<file path="src/hw/rtl/mkvp_pkg.sv">
// Shared constants, key tables and the queue item type for the meminfo parser.
package mkvp_pkg;

  localparam int NKEYS = 7;
  localparam int KEY_POS = 16;
  localparam int POS_W = 4;
  localparam int VALUE_W = 64;
  localparam int SCALE_SHIFT = 10;
  localparam int QUEUE_DEPTH = 2;

  localparam logic [7:0] CHAR_NL = 8'd10;
  localparam logic [7:0] CHAR_TAB = 8'd9;
  localparam logic [7:0] CHAR_SP = 8'd32;
  localparam logic [7:0] CHAR_ZERO = 8'd48;
  localparam logic [7:0] CHAR_NINE = 8'd57;

  // Key strings are right-justified: the last character sits in the low byte.
  localparam logic [KEY_POS*8-1:0] KEY_TEXT [NKEYS] = '{
    "MemTotal:", "MemFree:", "MemAvailable:", "Buffers:",
    "Cached:", "SwapTotal:", "SwapFree:"
  };
  localparam int KEY_LEN [NKEYS] = '{9, 8, 13, 8, 7, 10, 9};

  typedef struct packed {
    logic                            last;
    logic                            is_nl;
    logic                            is_blank;
    logic                            is_digit;
    logic [3:0]                      digit;
    logic [NKEYS-1:0][KEY_POS-1:0]   hits;
  } item_t;

endpackage

</file>
<file path="src/hw/rtl/mkvp_front.sv">
// Front end: accepts bytes and classifies them against the key table.
module mkvp_front (
  input  logic [7:0]     text_byte,
  input  logic           final_byte,
  input  logic           push,
  input  logic           q_full,
  output logic           q_push,
  output mkvp_pkg::item_t q_item
);
  import mkvp_pkg::*;

  logic [7:0] digit_off;

  assign q_push = push && !q_full;
  assign digit_off = text_byte - CHAR_ZERO;

  always_comb begin
    q_item = '0;
    q_item.last = final_byte;
    q_item.is_nl = (text_byte == CHAR_NL);
    q_item.is_blank = (text_byte == CHAR_SP) || (text_byte == CHAR_TAB);
    q_item.is_digit = (text_byte >= CHAR_ZERO) && (text_byte <= CHAR_NINE);
    q_item.digit = digit_off[3:0];
    // A hit at a position means the byte equals that key's character there.
    for (int k = 0; k < NKEYS; k++) begin
      for (int p = 0; p < KEY_POS; p++) begin
        if (p < KEY_LEN[k]) begin
          q_item.hits[k][p] = (text_byte == KEY_TEXT[k][(KEY_LEN[k]-1-p)*8 +: 8]);
        end
      end
    end
  end

endmodule

</file>
<file path="src/hw/rtl/mkvp_queue.sv">
// Small register queue between the classifier and the parser.
module mkvp_queue #(
  parameter int Depth = mkvp_pkg::QUEUE_DEPTH
) (
  input  logic            clk,
  input  logic            rst,
  input  logic            push,
  input  mkvp_pkg::item_t item_in,
  output logic            full,
  input  logic            pop,
  output mkvp_pkg::item_t item_out,
  output logic            nonempty
);
  import mkvp_pkg::*;

  localparam int PtrW = $clog2(Depth);
  localparam int CntW = $clog2(Depth + 1);

  item_t         slots [Depth];
  logic [PtrW-1:0] wr_ptr;
  logic [PtrW-1:0] rd_ptr;
  logic [CntW-1:0] count;

  assign full = (count == CntW'(Depth));
  assign nonempty = (count != '0);
  assign item_out = slots[rd_ptr];

  always_ff @(posedge clk) begin
    if (push) begin
      slots[wr_ptr] <= item_in;
    end
  end

  always_ff @(posedge clk) begin
    if (rst) begin
      wr_ptr <= '0;
      rd_ptr <= '0;
      count <= '0;
    end else begin
      if (push) begin
        wr_ptr <= (wr_ptr == PtrW'(Depth - 1)) ? '0 : wr_ptr + PtrW'(1);
      end
      if (pop) begin
        rd_ptr <= (rd_ptr == PtrW'(Depth - 1)) ? '0 : rd_ptr + PtrW'(1);
      end
      if (push && !pop) begin
        count <= count + CntW'(1);
      end else if (pop && !push) begin
        count <= count - CntW'(1);
      end
    end
  end

endmodule

</file>
<file path="src/hw/rtl/mkvp_back.sv">
// Back end: line parser, value slots and the result register.
module mkvp_back (
  input  logic                         clk,
  input  logic                         rst,
  input  mkvp_pkg::item_t              q_item,
  input  logic                         q_nonempty,
  output logic                         q_pop,
  output logic                         out_valid,
  input  logic                         pop,
  output logic [mkvp_pkg::VALUE_W-1:0] out_slots [mkvp_pkg::NKEYS],
  output logic                         out_status
);
  import mkvp_pkg::*;

  typedef enum logic [4:0] {
    PH_BLANK  = 5'b00001,
    PH_KEY    = 5'b00010,
    PH_GAP    = 5'b00100,
    PH_DIGITS = 5'b01000,
    PH_IGNORE = 5'b10000
  } phase_t;

  phase_t             phase;
  logic [NKEYS-1:0]   cand;
  logic [POS_W-1:0]   pos;
  logic [VALUE_W-1:0] acc;
  logic               ovf;
  logic [VALUE_W-1:0] slots [NKEYS];
  logic               any_ok;

  phase_t             phase_next;
  logic [NKEYS-1:0]   cand_next;
  logic [POS_W-1:0]   pos_next;
  logic [VALUE_W-1:0] acc_next;
  logic               ovf_next;
  logic [VALUE_W-1:0] slots_next [NKEYS];
  logic               any_ok_next;

  logic [NKEYS-1:0]   keep;
  logic [NKEYS-1:0]   done;
  logic [POS_W:0]     pos_plus;
  logic [VALUE_W+3:0] wide;
  logic               commit;
  logic               do_write;
  logic [VALUE_W-1:0] commit_val;

  // A final byte may only be taken when the result register can accept it.
  assign q_pop = q_nonempty && (!q_item.last || !out_valid || pop);
  assign pos_plus = {1'b0, pos} + (POS_W + 1)'(1);
  assign wide = {1'b0, acc, 3'b000} + {3'b000, acc, 1'b0} + {{VALUE_W{1'b0}}, q_item.digit};

  always_comb begin
    phase_next = phase;
    cand_next = cand;
    pos_next = pos;
    acc_next = acc;
    ovf_next = ovf;
    commit = 1'b0;
    keep = '0;
    done = '0;
    if (q_item.is_nl) begin
      phase_next = PH_BLANK;
      commit = (phase == PH_DIGITS);
    end else begin
      unique case (phase)
        PH_BLANK, PH_KEY: begin
          if (!(phase == PH_BLANK && q_item.is_blank)) begin
            for (int k = 0; k < NKEYS; k++) begin
              keep[k] = cand[k] && q_item.hits[k][pos];
              done[k] = keep[k] && (pos_plus == (POS_W + 1)'(KEY_LEN[k]));
            end
            pos_next = pos_plus[POS_W-1:0];
            if (keep == '0) begin
              phase_next = PH_IGNORE;
            end else if (done != '0) begin
              // Lowest completed key wins, as a one-hot select.
              cand_next = done & (~done + NKEYS'(1));
              phase_next = PH_GAP;
            end else begin
              cand_next = keep;
              phase_next = PH_KEY;
            end
          end
        end
        PH_GAP: begin
          if (q_item.is_digit) begin
            acc_next = {{(VALUE_W-4){1'b0}}, q_item.digit};
            ovf_next = 1'b0;
            phase_next = PH_DIGITS;
          end else if (!q_item.is_blank) begin
            phase_next = PH_IGNORE;
          end
        end
        PH_DIGITS: begin
          if (q_item.is_digit) begin
            if (!ovf) begin
              if (wide[VALUE_W+3:VALUE_W] != '0) begin
                ovf_next = 1'b1;
              end else begin
                acc_next = wide[VALUE_W-1:0];
              end
            end
          end else begin
            commit = 1'b1;
            phase_next = PH_IGNORE;
          end
        end
        PH_IGNORE: begin
        end
        default: begin
          phase_next = PH_IGNORE;
        end
      endcase
    end
    // The last byte closes an open digit run.
    if (q_item.last && phase_next == PH_DIGITS) begin
      commit = 1'b1;
    end
  end

  assign do_write = commit && !ovf_next;
  assign commit_val = (acc_next[VALUE_W-1:VALUE_W-SCALE_SHIFT] != '0) ? '1
                    : {acc_next[VALUE_W-SCALE_SHIFT-1:0], {SCALE_SHIFT{1'b0}}};
  assign any_ok_next = any_ok || do_write;

  always_comb begin
    for (int k = 0; k < NKEYS; k++) begin
      slots_next[k] = (do_write && cand_next[k]) ? commit_val : slots[k];
    end
  end

  always_ff @(posedge clk) begin
    if (rst) begin
      phase <= PH_BLANK;
      cand <= '1;
      pos <= '0;
      acc <= '0;
      ovf <= 1'b0;
      any_ok <= 1'b0;
      for (int k = 0; k < NKEYS; k++) begin
        slots[k] <= '0;
      end
    end else if (q_pop) begin
      if (q_item.last || q_item.is_nl) begin
        phase <= PH_BLANK;
        cand <= '1;
        pos <= '0;
        acc <= '0;
        ovf <= 1'b0;
      end else begin
        phase <= phase_next;
        cand <= cand_next;
        pos <= pos_next;
        acc <= acc_next;
        ovf <= ovf_next;
      end
      if (q_item.last) begin
        any_ok <= 1'b0;
        for (int k = 0; k < NKEYS; k++) begin
          slots[k] <= '0;
        end
      end else begin
        any_ok <= any_ok_next;
        for (int k = 0; k < NKEYS; k++) begin
          slots[k] <= slots_next[k];
        end
      end
    end
  end

  always_ff @(posedge clk) begin
    if (rst) begin
      out_valid <= 1'b0;
    end else if (q_pop && q_item.last) begin
      out_valid <= 1'b1;
    end else if (pop) begin
      out_valid <= 1'b0;
    end
  end

  always_ff @(posedge clk) begin
    if (q_pop && q_item.last) begin
      out_status <= !any_ok_next;
      for (int k = 0; k < NKEYS; k++) begin
        out_slots[k] <= slots_next[k];
      end
    end
  end

endmodule

</file>
<file path="src/hw/rtl/meminfo_key_value_parser_top.sv">
// Top level of the meminfo key/value parser: classifier, queue and line parser.
// Throughput: one byte per cycle sustained; a held result stalls the parser only at a final
// byte, and the input stalls once the two-entry queue behind it fills.
// A final byte is first written into the queue register; the parser then takes it and loads
// the result register, and a held result can keep the byte waiting in the queue.
// Reset (synchronous, rst high) empties the queue and result register and clears all slots.
module meminfo_key_value_parser_top #(
  parameter int QueueDepth = mkvp_pkg::QUEUE_DEPTH
) (
  input  logic                         clk,
  input  logic                         rst,
  input  logic [7:0]                   text_byte,
  input  logic                         final_byte,
  input  logic                         push,
  output logic                         full,
  output logic [mkvp_pkg::VALUE_W-1:0] total_bytes,
  output logic [mkvp_pkg::VALUE_W-1:0] free_bytes,
  output logic [mkvp_pkg::VALUE_W-1:0] available_bytes,
  output logic [mkvp_pkg::VALUE_W-1:0] buffer_bytes,
  output logic [mkvp_pkg::VALUE_W-1:0] cached_bytes,
  output logic [mkvp_pkg::VALUE_W-1:0] swap_total_bytes,
  output logic [mkvp_pkg::VALUE_W-1:0] swap_free_bytes,
  output logic                         status,
  output logic                         empty,
  input  logic                         pop
);
  import mkvp_pkg::*;

  logic               q_push;
  item_t              q_in;
  item_t              q_out;
  logic               q_nonempty;
  logic               q_pop;
  logic               out_valid;
  logic [VALUE_W-1:0] out_slots [NKEYS];

  mkvp_front u_front (
    .text_byte  (text_byte),
    .final_byte (final_byte),
    .push       (push),
    .q_full     (full),
    .q_push     (q_push),
    .q_item     (q_in)
  );

  mkvp_queue #(
    .Depth (QueueDepth)
  ) u_queue (
    .clk      (clk),
    .rst      (rst),
    .push     (q_push),
    .item_in  (q_in),
    .full     (full),
    .pop      (q_pop),
    .item_out (q_out),
    .nonempty (q_nonempty)
  );

  mkvp_back u_back (
    .clk        (clk),
    .rst        (rst),
    .q_item     (q_out),
    .q_nonempty (q_nonempty),
    .q_pop      (q_pop),
    .out_valid  (out_valid),
    .pop        (pop),
    .out_slots  (out_slots),
    .out_status (status)
  );

  assign empty = !out_valid;
  assign total_bytes = out_slots[0];
  assign free_bytes = out_slots[1];
  assign available_bytes = out_slots[2];
  assign buffer_bytes = out_slots[3];
  assign cached_bytes = out_slots[4];
  assign swap_total_bytes = out_slots[5];
  assign swap_free_bytes = out_slots[6];

  a_reset_empties: assert property (@(posedge clk) rst |=> empty)
    else $error("result register not empty after reset");

  a_no_overwrite: assert property (@(posedge clk) disable iff (rst)
    (q_pop && q_out.last) |-> (empty || pop))
    else $error("final byte parsed while an untaken result is held");

  a_pop_drains: assert property (@(posedge clk) disable iff (rst)
    (pop && !empty && !(q_pop && q_out.last)) |=> empty)
    else $error("result still shown after its transfer");

  a_byte_queued: assert property (@(posedge clk) disable iff (rst)
    (push && !full) |=> q_nonempty)
    else $error("transferred byte missing from the queue");

endmodule
</file>
<file path="config.mk">
export PLATFORM = sky130hd
export DESIGN_NAME = meminfo_key_value_parser_top
export DESIGN_NICKNAME = d
export VERILOG_FILES = /design/src/hw/rtl/mkvp_pkg.sv /design/src/hw/rtl/mkvp_front.sv /design/src/hw/rtl/mkvp_queue.sv /design/src/hw/rtl/mkvp_back.sv /design/src/hw/rtl/meminfo_key_value_parser_top.sv
export SDC_FILE = /design/constraint.sdc
export NUM_CORES = 2
export LEC_CHECK = 0
export BUFFER_PORTS_ARGS = -buffer_cell sky130_fd_sc_hd__buf_2
export CAP_MARGIN = 20
export CORE_ASPECT_RATIO = 1.4
export CORE_MARGIN = 4
export CORE_UTILIZATION = 35
export CTS_CLUSTER_DIAMETER = 200
export DETAILED_ROUTE_END_ITERATION = 10
export GPL_TIMING_DRIVEN = 0
export HOLD_SLACK_MARGIN = 0.02
export MAX_ROUTING_LAYER = met4
export SLEW_MARGIN = 20
export SYNTH_ARGS = -nofsm -noshare
export SYNTH_HDL_FRONTEND = slang
export SYNTH_SLANG_ARGS = --single-unit
</file>
<file path="constraint.sdc">
create_clock -name clk -period 30.1 [get_ports clk]
set_input_delay 0 -clock clk [delete_from_list [all_inputs] [get_ports clk]]
set_output_delay 0 -clock clk [all_outputs]
set_load 0.005 [all_outputs]
</file>
After elaboration in Yosys (flattened, before gate mapping)
Memories as Yosys holds them, arrays and structs flattened. A register that Yosys moved wholly into a read port is not among the register bits.
Cells that the tools add are included.
- memory bits (writable): 592
- logic and storage cells: 237
- output and inout bits: 451
- register bits after elaboration: 536
- input bits: 13
- memories: 2
- memory list (name ; words ; width ; read ports ; clocked after memory_dff ; write ports ; line ; RTL):
    u_back.slots ; 7 ; 64 ; 7 ; 0 ; 7 ; mkvp_back.sv:28 ; logic [VALUE_W-1:0] slots [NKEYS];
    u_queue.slots ; 2 ; 72 ; 1 ; 1 ; 1 ; mkvp_queue.sv:19 ; item_t slots [Depth];
- equal/unequal tests: 43
- reduce and logical (&&, ||, !) cells: 52
- add/sub/neg operators: 9
- multiplexer cells: 94
- magnitude comparators: 3
- bitwise logic cells: 16
- operator list (cell ; number):
    64-bit 2-to-1 mux ; 28
    8-bit by 7-bit equality test with 1-bit output (second input constant) ; 25
    64-bit one-hot mux with 2 select lines ; 1
    67-bit by 65-bit adder with 68-bit output ; 1
    68-bit by 4-bit adder with 68-bit output ; 1
    7-bit 2-to-1 mux ; 6
    1-bit 2-to-1 mux ; 36
    5-bit 2-to-1 mux ; 7
    5-bit by 4-bit equality test with 1-bit output (second input constant) ; 6
    1-bit logical AND ; 30
    1-bit binary-select mux with 4-bit select ; 7
    5-bit one-hot mux with 4 select lines ; 1
    8-bit by 4-bit equality test with 1-bit output (second input constant) ; 2
    8-bit by 6-bit equality test with 1-bit output (second input constant) ; 2
    4-bit 2-to-1 mux ; 4
    1-bit OR ; 14
    5-bit by 3-bit equality test with 1-bit output (second input constant) ; 2
    10-bit nonzero test ; 1
    8-bit by 6-bit >= comparator with 1-bit output (second input constant) ; 1
    8-bit by 6-bit less-or-equal comparator with 1-bit output (second input constant) ; 1
    2-bit nonzero test ; 4
    7-bit by 1-bit adder with 7-bit output (second input constant) ; 1
    7-bit bitwise AND ; 1
    1-bit logical NOT ; 7
    21 further kinds ; 28

Depth between registers and ports, before layout
- depth after elaboration: 17
- depth in mapped cells: 24
- gate-level depth less buffers: 17

By module
A second synthesis with hierarchy kept.
- cells, all modules: 4560
- area, all modules: 57885.5 sq um
- modules (own cells, without submodules) (module ; area an instance (sq um) ; seq. area each (sq um) ; cells each ; instances):
    mkvp_back ; 47944.7 ; 27956.8 ; 4017 ; 1
    mkvp_queue ; 8901.0 ; 7307.0 ; 395 ; 1
    mkvp_front ; 1036.0 ; 0.0 ; 147 ; 1
    meminfo_key_value_parser_top ; 3.8 ; 0.0 ; 1 ; 1

Least setup slack after synthesis
OpenSTA, ideal clock, no wires.
- path kind: reg2reg
- start point: register (tool-made name)
- end point: memory u_back.slots[8][63] (netlist: u_back.slots[4][63])
- path buffers: 4
- slack: 5174 ps
- stages on the path, launching flop included: 12
- library setup time: 142 ps
- data arrival time: 24784 ps
- required time: 29958 ps
- clock period less this slack: 24926 ps
- path through: dfxtp_1 > buf_6 > buf_4 > buf_6 > buf_2 > mux2i_1 > nor2_1 > nor2_1 > clkinv_1 > nor2_1 > a311oi_1 > a22o_1
- RTL lines (what ; line):
    to (decl) ; mkvp_back.sv:28

==> summary.txt <==
Status
  • Status: finished clean

Floorplanning
  • Boundary Pins: 464
  • Die area: approximately 140,000 sq um
  • Initial cell density of the core: 0.353
  • Die height: approximately 450 um
  • Die Wd: about 320 um
  • Core Area: ~140,000 sq um
  • Cell Rows: 160

Hold path
  • Class of the worst hold path: in -> reg
  • Min-delay src: text_byte[3]

Logic synthesis
  • Adder-Cell Fraction of Synth Area: 0.0354
  • Netlist cell types: 90
  • Netlist Area Pre-Place: between 40,000 and 50,000 sq um
  • Ys async rst share: 0
  • Synth Area in Compound Gates: 0.170
  • Synth Area per Inst: 11.7 sq um
  • Syn nets: 4,279
  • Simple-Gate Fraction of Synth Area: 0.110
  • EDFF count, synth: 901
  • Main flop type after synthesis: edfxtp_1
  • Synthesis-stage register bit count: between 1,000 and 1,500
  • Post-synthesis sequential area ratio: 0.625
  • Yosys warns: 0
  • Mux contribution to synthesized area: 0.0128
  • Main combinational cell family by area after synthesis: compound AO/OA/AOI/OAI gates
  • Synthesized instance count: between 4,000 and 5,000
  • Post-Synth XOR/XNOR Area: 0.0106

Power and ir drop
  • Comb power frac: 0.224
  • Clock power share: 0.288
  • Sequential Power Share: 0.488
  • Lkg Pwr: between 20 and 25 nW
  • Sw frac: 0.306
  • PwrDens: just over 80 nW/um^2
  • Int Pwr: ~0.0032 W
  • Peak supply drop: a little under 0.06 mV
  • Switching power: 0.00142 W

Setup path
  • CP endpoint kind: flip-flop
  • R2r setup slk: about 21 ns
  • Worst EP required: between 30 and 40 ns
  • Critical Path AT: roughly 9.7 ns
  • Worst-path maximum fanout: 10
  • Critical path startpoint category: flip-flop
  • Kind of critical path: reg -> reg

CTS
  • Clock transition at path regs: approximately 0.06 ns
  • CTS tree: built
  • Clock Sinks: ~1,100
  • H-tree levels: 3
  • Clock buffer depth: 3
  • Clk_lat worst skew: ~0.75 ns
  • CTS Root Cell: clkbuf_16
  • CTS Buf Count: roughly 100
  • Cts repair resizes: 0

Placed design
  • Post-detailed-placement half-perimeter wirelength: around 140,000 um
  • GPL Wtd Cong: ~0.99
  • Buffers on Ports: ~460
  • Placed Area: around 54,000 sq um
  • Placed cell count: 6,418

Routing
  • Routed Wire Length: approximately 180,000 um
  • Post-route ant nets: 0
  • Wire length per cell: 27.4 um
  • Pre-antenna DRT Iters: 5
  • Drc violations: 0
  • Routed vias: approximately 38,000
  • Initial DRC Count: about 3,800
  • Via density: between 5 and 6

Timing
  • Hold slack: between 0.08 and 0.09 ns
  • Max Fclk: between 100 and 150 MHz
  • Final hold vios: 0
  • Final Max Tran Viols: 0
  • Min Clock Period, post-route: ~9 ns
  • Setup TNS: 0 ns
  • Slew Limit Headroom: 0.175
  • Final Skew: 0.0507 ns
  • Period utilization: 0.306
  • Final setup viols: 0
  • Least-Margin Pin Slew: 1.24 ns
  • RSZ-0062 raised after global routing: false

Global route
  • Total GRT Usage: 0.252
  • Vias in the first global route: 36,200
  • Initial antenna violation count: 7
  • Total congestion overflow: 0
  • First-pass GRT wire length: between 200,000 and 300,000 um
  • Largest net degree at the start of global routing: 108

Final layout
  • Layout Nets: between 4,000 and 5,000
  • Final Non-Filler Cells: 6,636
  • Final instance area: 57,300 sq um
  • Final core utilization: 0.421
  • Area grow syn2layout: 19.1%
  • Share of post-route cells with drive strength above 1: 0.190

Run
  • Max-cap viol count: 0
synthesized netlist by cell type, types with 30 or more instances:
library cell  count  area [sq um]
o21ai_0         106           531
buf_2           144           721
nand4_1          30           188
edfxtp_1        901         27100
a211oi_1        316          2370
a22oi_1          37           278
dfxtp_1         152          3040
a22o_1           36           315
xnor2_1          32           280
nor2_1          704          2640
a21o_1           42           315
or3_1            32           200
ha_1            133          1660
and2_1           42           263
a21oi_1         483          2420
inv_1            31           116
nand2_1         204           766
nor3_1           38           190
a31oi_1          31           194
clkbuf_1        167           627
o211ai_1         35           263
power groups by stage:
| stage | clock, W | sequential (W) | combinational, W |
|---|---|---|---|
| detailed placement | 0 | 0.00230 | 0.00103 |
| global placement | 0 | 0.00253 | 0.000945 |
| global route | 0.00142 | 0.00230 | 0.00112 |
| finish | 0.00134 | 0.00227 | 0.00104 |
| CTS | 0.00136 | 0.00227 | 0.00104 |
| floorplan | 0 | 0.00244 | 0.000465 |
routing by layer:
| layer | GRT usage | part of all wire | vias up |
|---|---|---|---|
| met3 | 0.0330 | 0.067 | 332 |
| met2 | 0.414 | 0.48 | 1827 |
| met4 | 0.109 | 0.048 | 0 |
| met5 | - | 0 | - |
| li1 | - | - | 16900 |
| met1 | 0.314 | 0.40 | 18900 |
stage by stage:
step                      setup WS [ns]  total power [W]
final                             20.89          0.00466
after global routing              20.73          0.00484
after CTS                         21.09          0.00467
after detailed placement          21.14          0.00333
after global placement           -17.03          0.00348
after floorplan                    5.17          0.00290
cell families (layout without fill, tap and decap cells):
family | Yosys count | count (layout)
compound gates | 1258 | 1258
simple gates | 1205 | 1205
flops | 1053 | 1053
buf+inv | 375 | 1093
fa+ha+maj | 135 | 135
xor+xnor | 58 | 58
mux | 47 | 47
other cells | 0 | 5
state kept, by name, summed over array words and instances (netlist names), 2 cells and up, named ones only:
signal,flops
u_back.pos,4
u_back.cand,7
u_back.acc,64
u_back.slots,448
u_back.phase,5
u_back.out_slots,448
u_queue.slots,68
u_queue.count,2
layout by cell type, fill, tap and decap left out, types with 36 or more instances in the layout:
cell type / instances
a211oi_1: 315
a21o_1: 42
a21oi_1: 475
a22o_1: 36
and2_1: 42
buf_2: 605
clkbuf_1: 184
clkbuf_16: 107
dfxtp_1: 152
edfxtp_1: 901
ha_1: 133
nand2_1: 204
nor2_1: 701
o21ai_0: 106
cell type report:
class / count / area, sq um
Antenna cell: 5 / 12.5
Buffer: 340 / 1570
Clock buffer: 129 / 2810
Clock inverter: 64 / 647
Fill cell: 12900 / 79000
Inverter: 35 / 146
Multi-Input combinational cell: 2703 / 16500
Sequential cell: 1053 / 30100
Tap cell: 1782 / 2230
Timing Repair Buffer: 525 / 3320
critical path: stages (launching register included):
cell and delay, ns:
dfxtp_1 0.40, buf_6 0.21, buf_4 0.25, buf_6 0.21, buf_2 0.30, mux2i_1 0.48, fa_1 0.49, inv_1 0.10
ha_1 0.23, a21oi_1 0.21, nor2_1 0.12, o2111a_1 0.27, o21ai_0 0.88, a2111o_1 0.53, a21oi_1 0.15, o31ai_1 0.64
nor3_2 0.20, o21ai_2 0.75, buf_4 0.41, buf_2 0.39, a22oi_1 0.42, clkbuf_1 0.53, a21oi_1 0.69
worst paths after layout:
path,end,depth (start not counted)
max,u_back.out_slots[411]$_DFFE_PP_,22
min,u_queue.slots[1][67]$_DFFE_PP_,2
max reg2reg,u_back.out_slots[411]$_DFFE_PP_,22
min reg2reg,u_back.slots[4][9]$_SDFFE_PP0P_,2
repair_timing:
| item | in CTS | in global routing |
|---|---|---|
| endpoints found under the hold margin | 144 | 0 |
| hold buffers | 19 | 0 |
| endpoints found under the setup margin | 0 | 0 |
| setup buffers | 0 | 0 |
(Power assumes the default switching activity.)
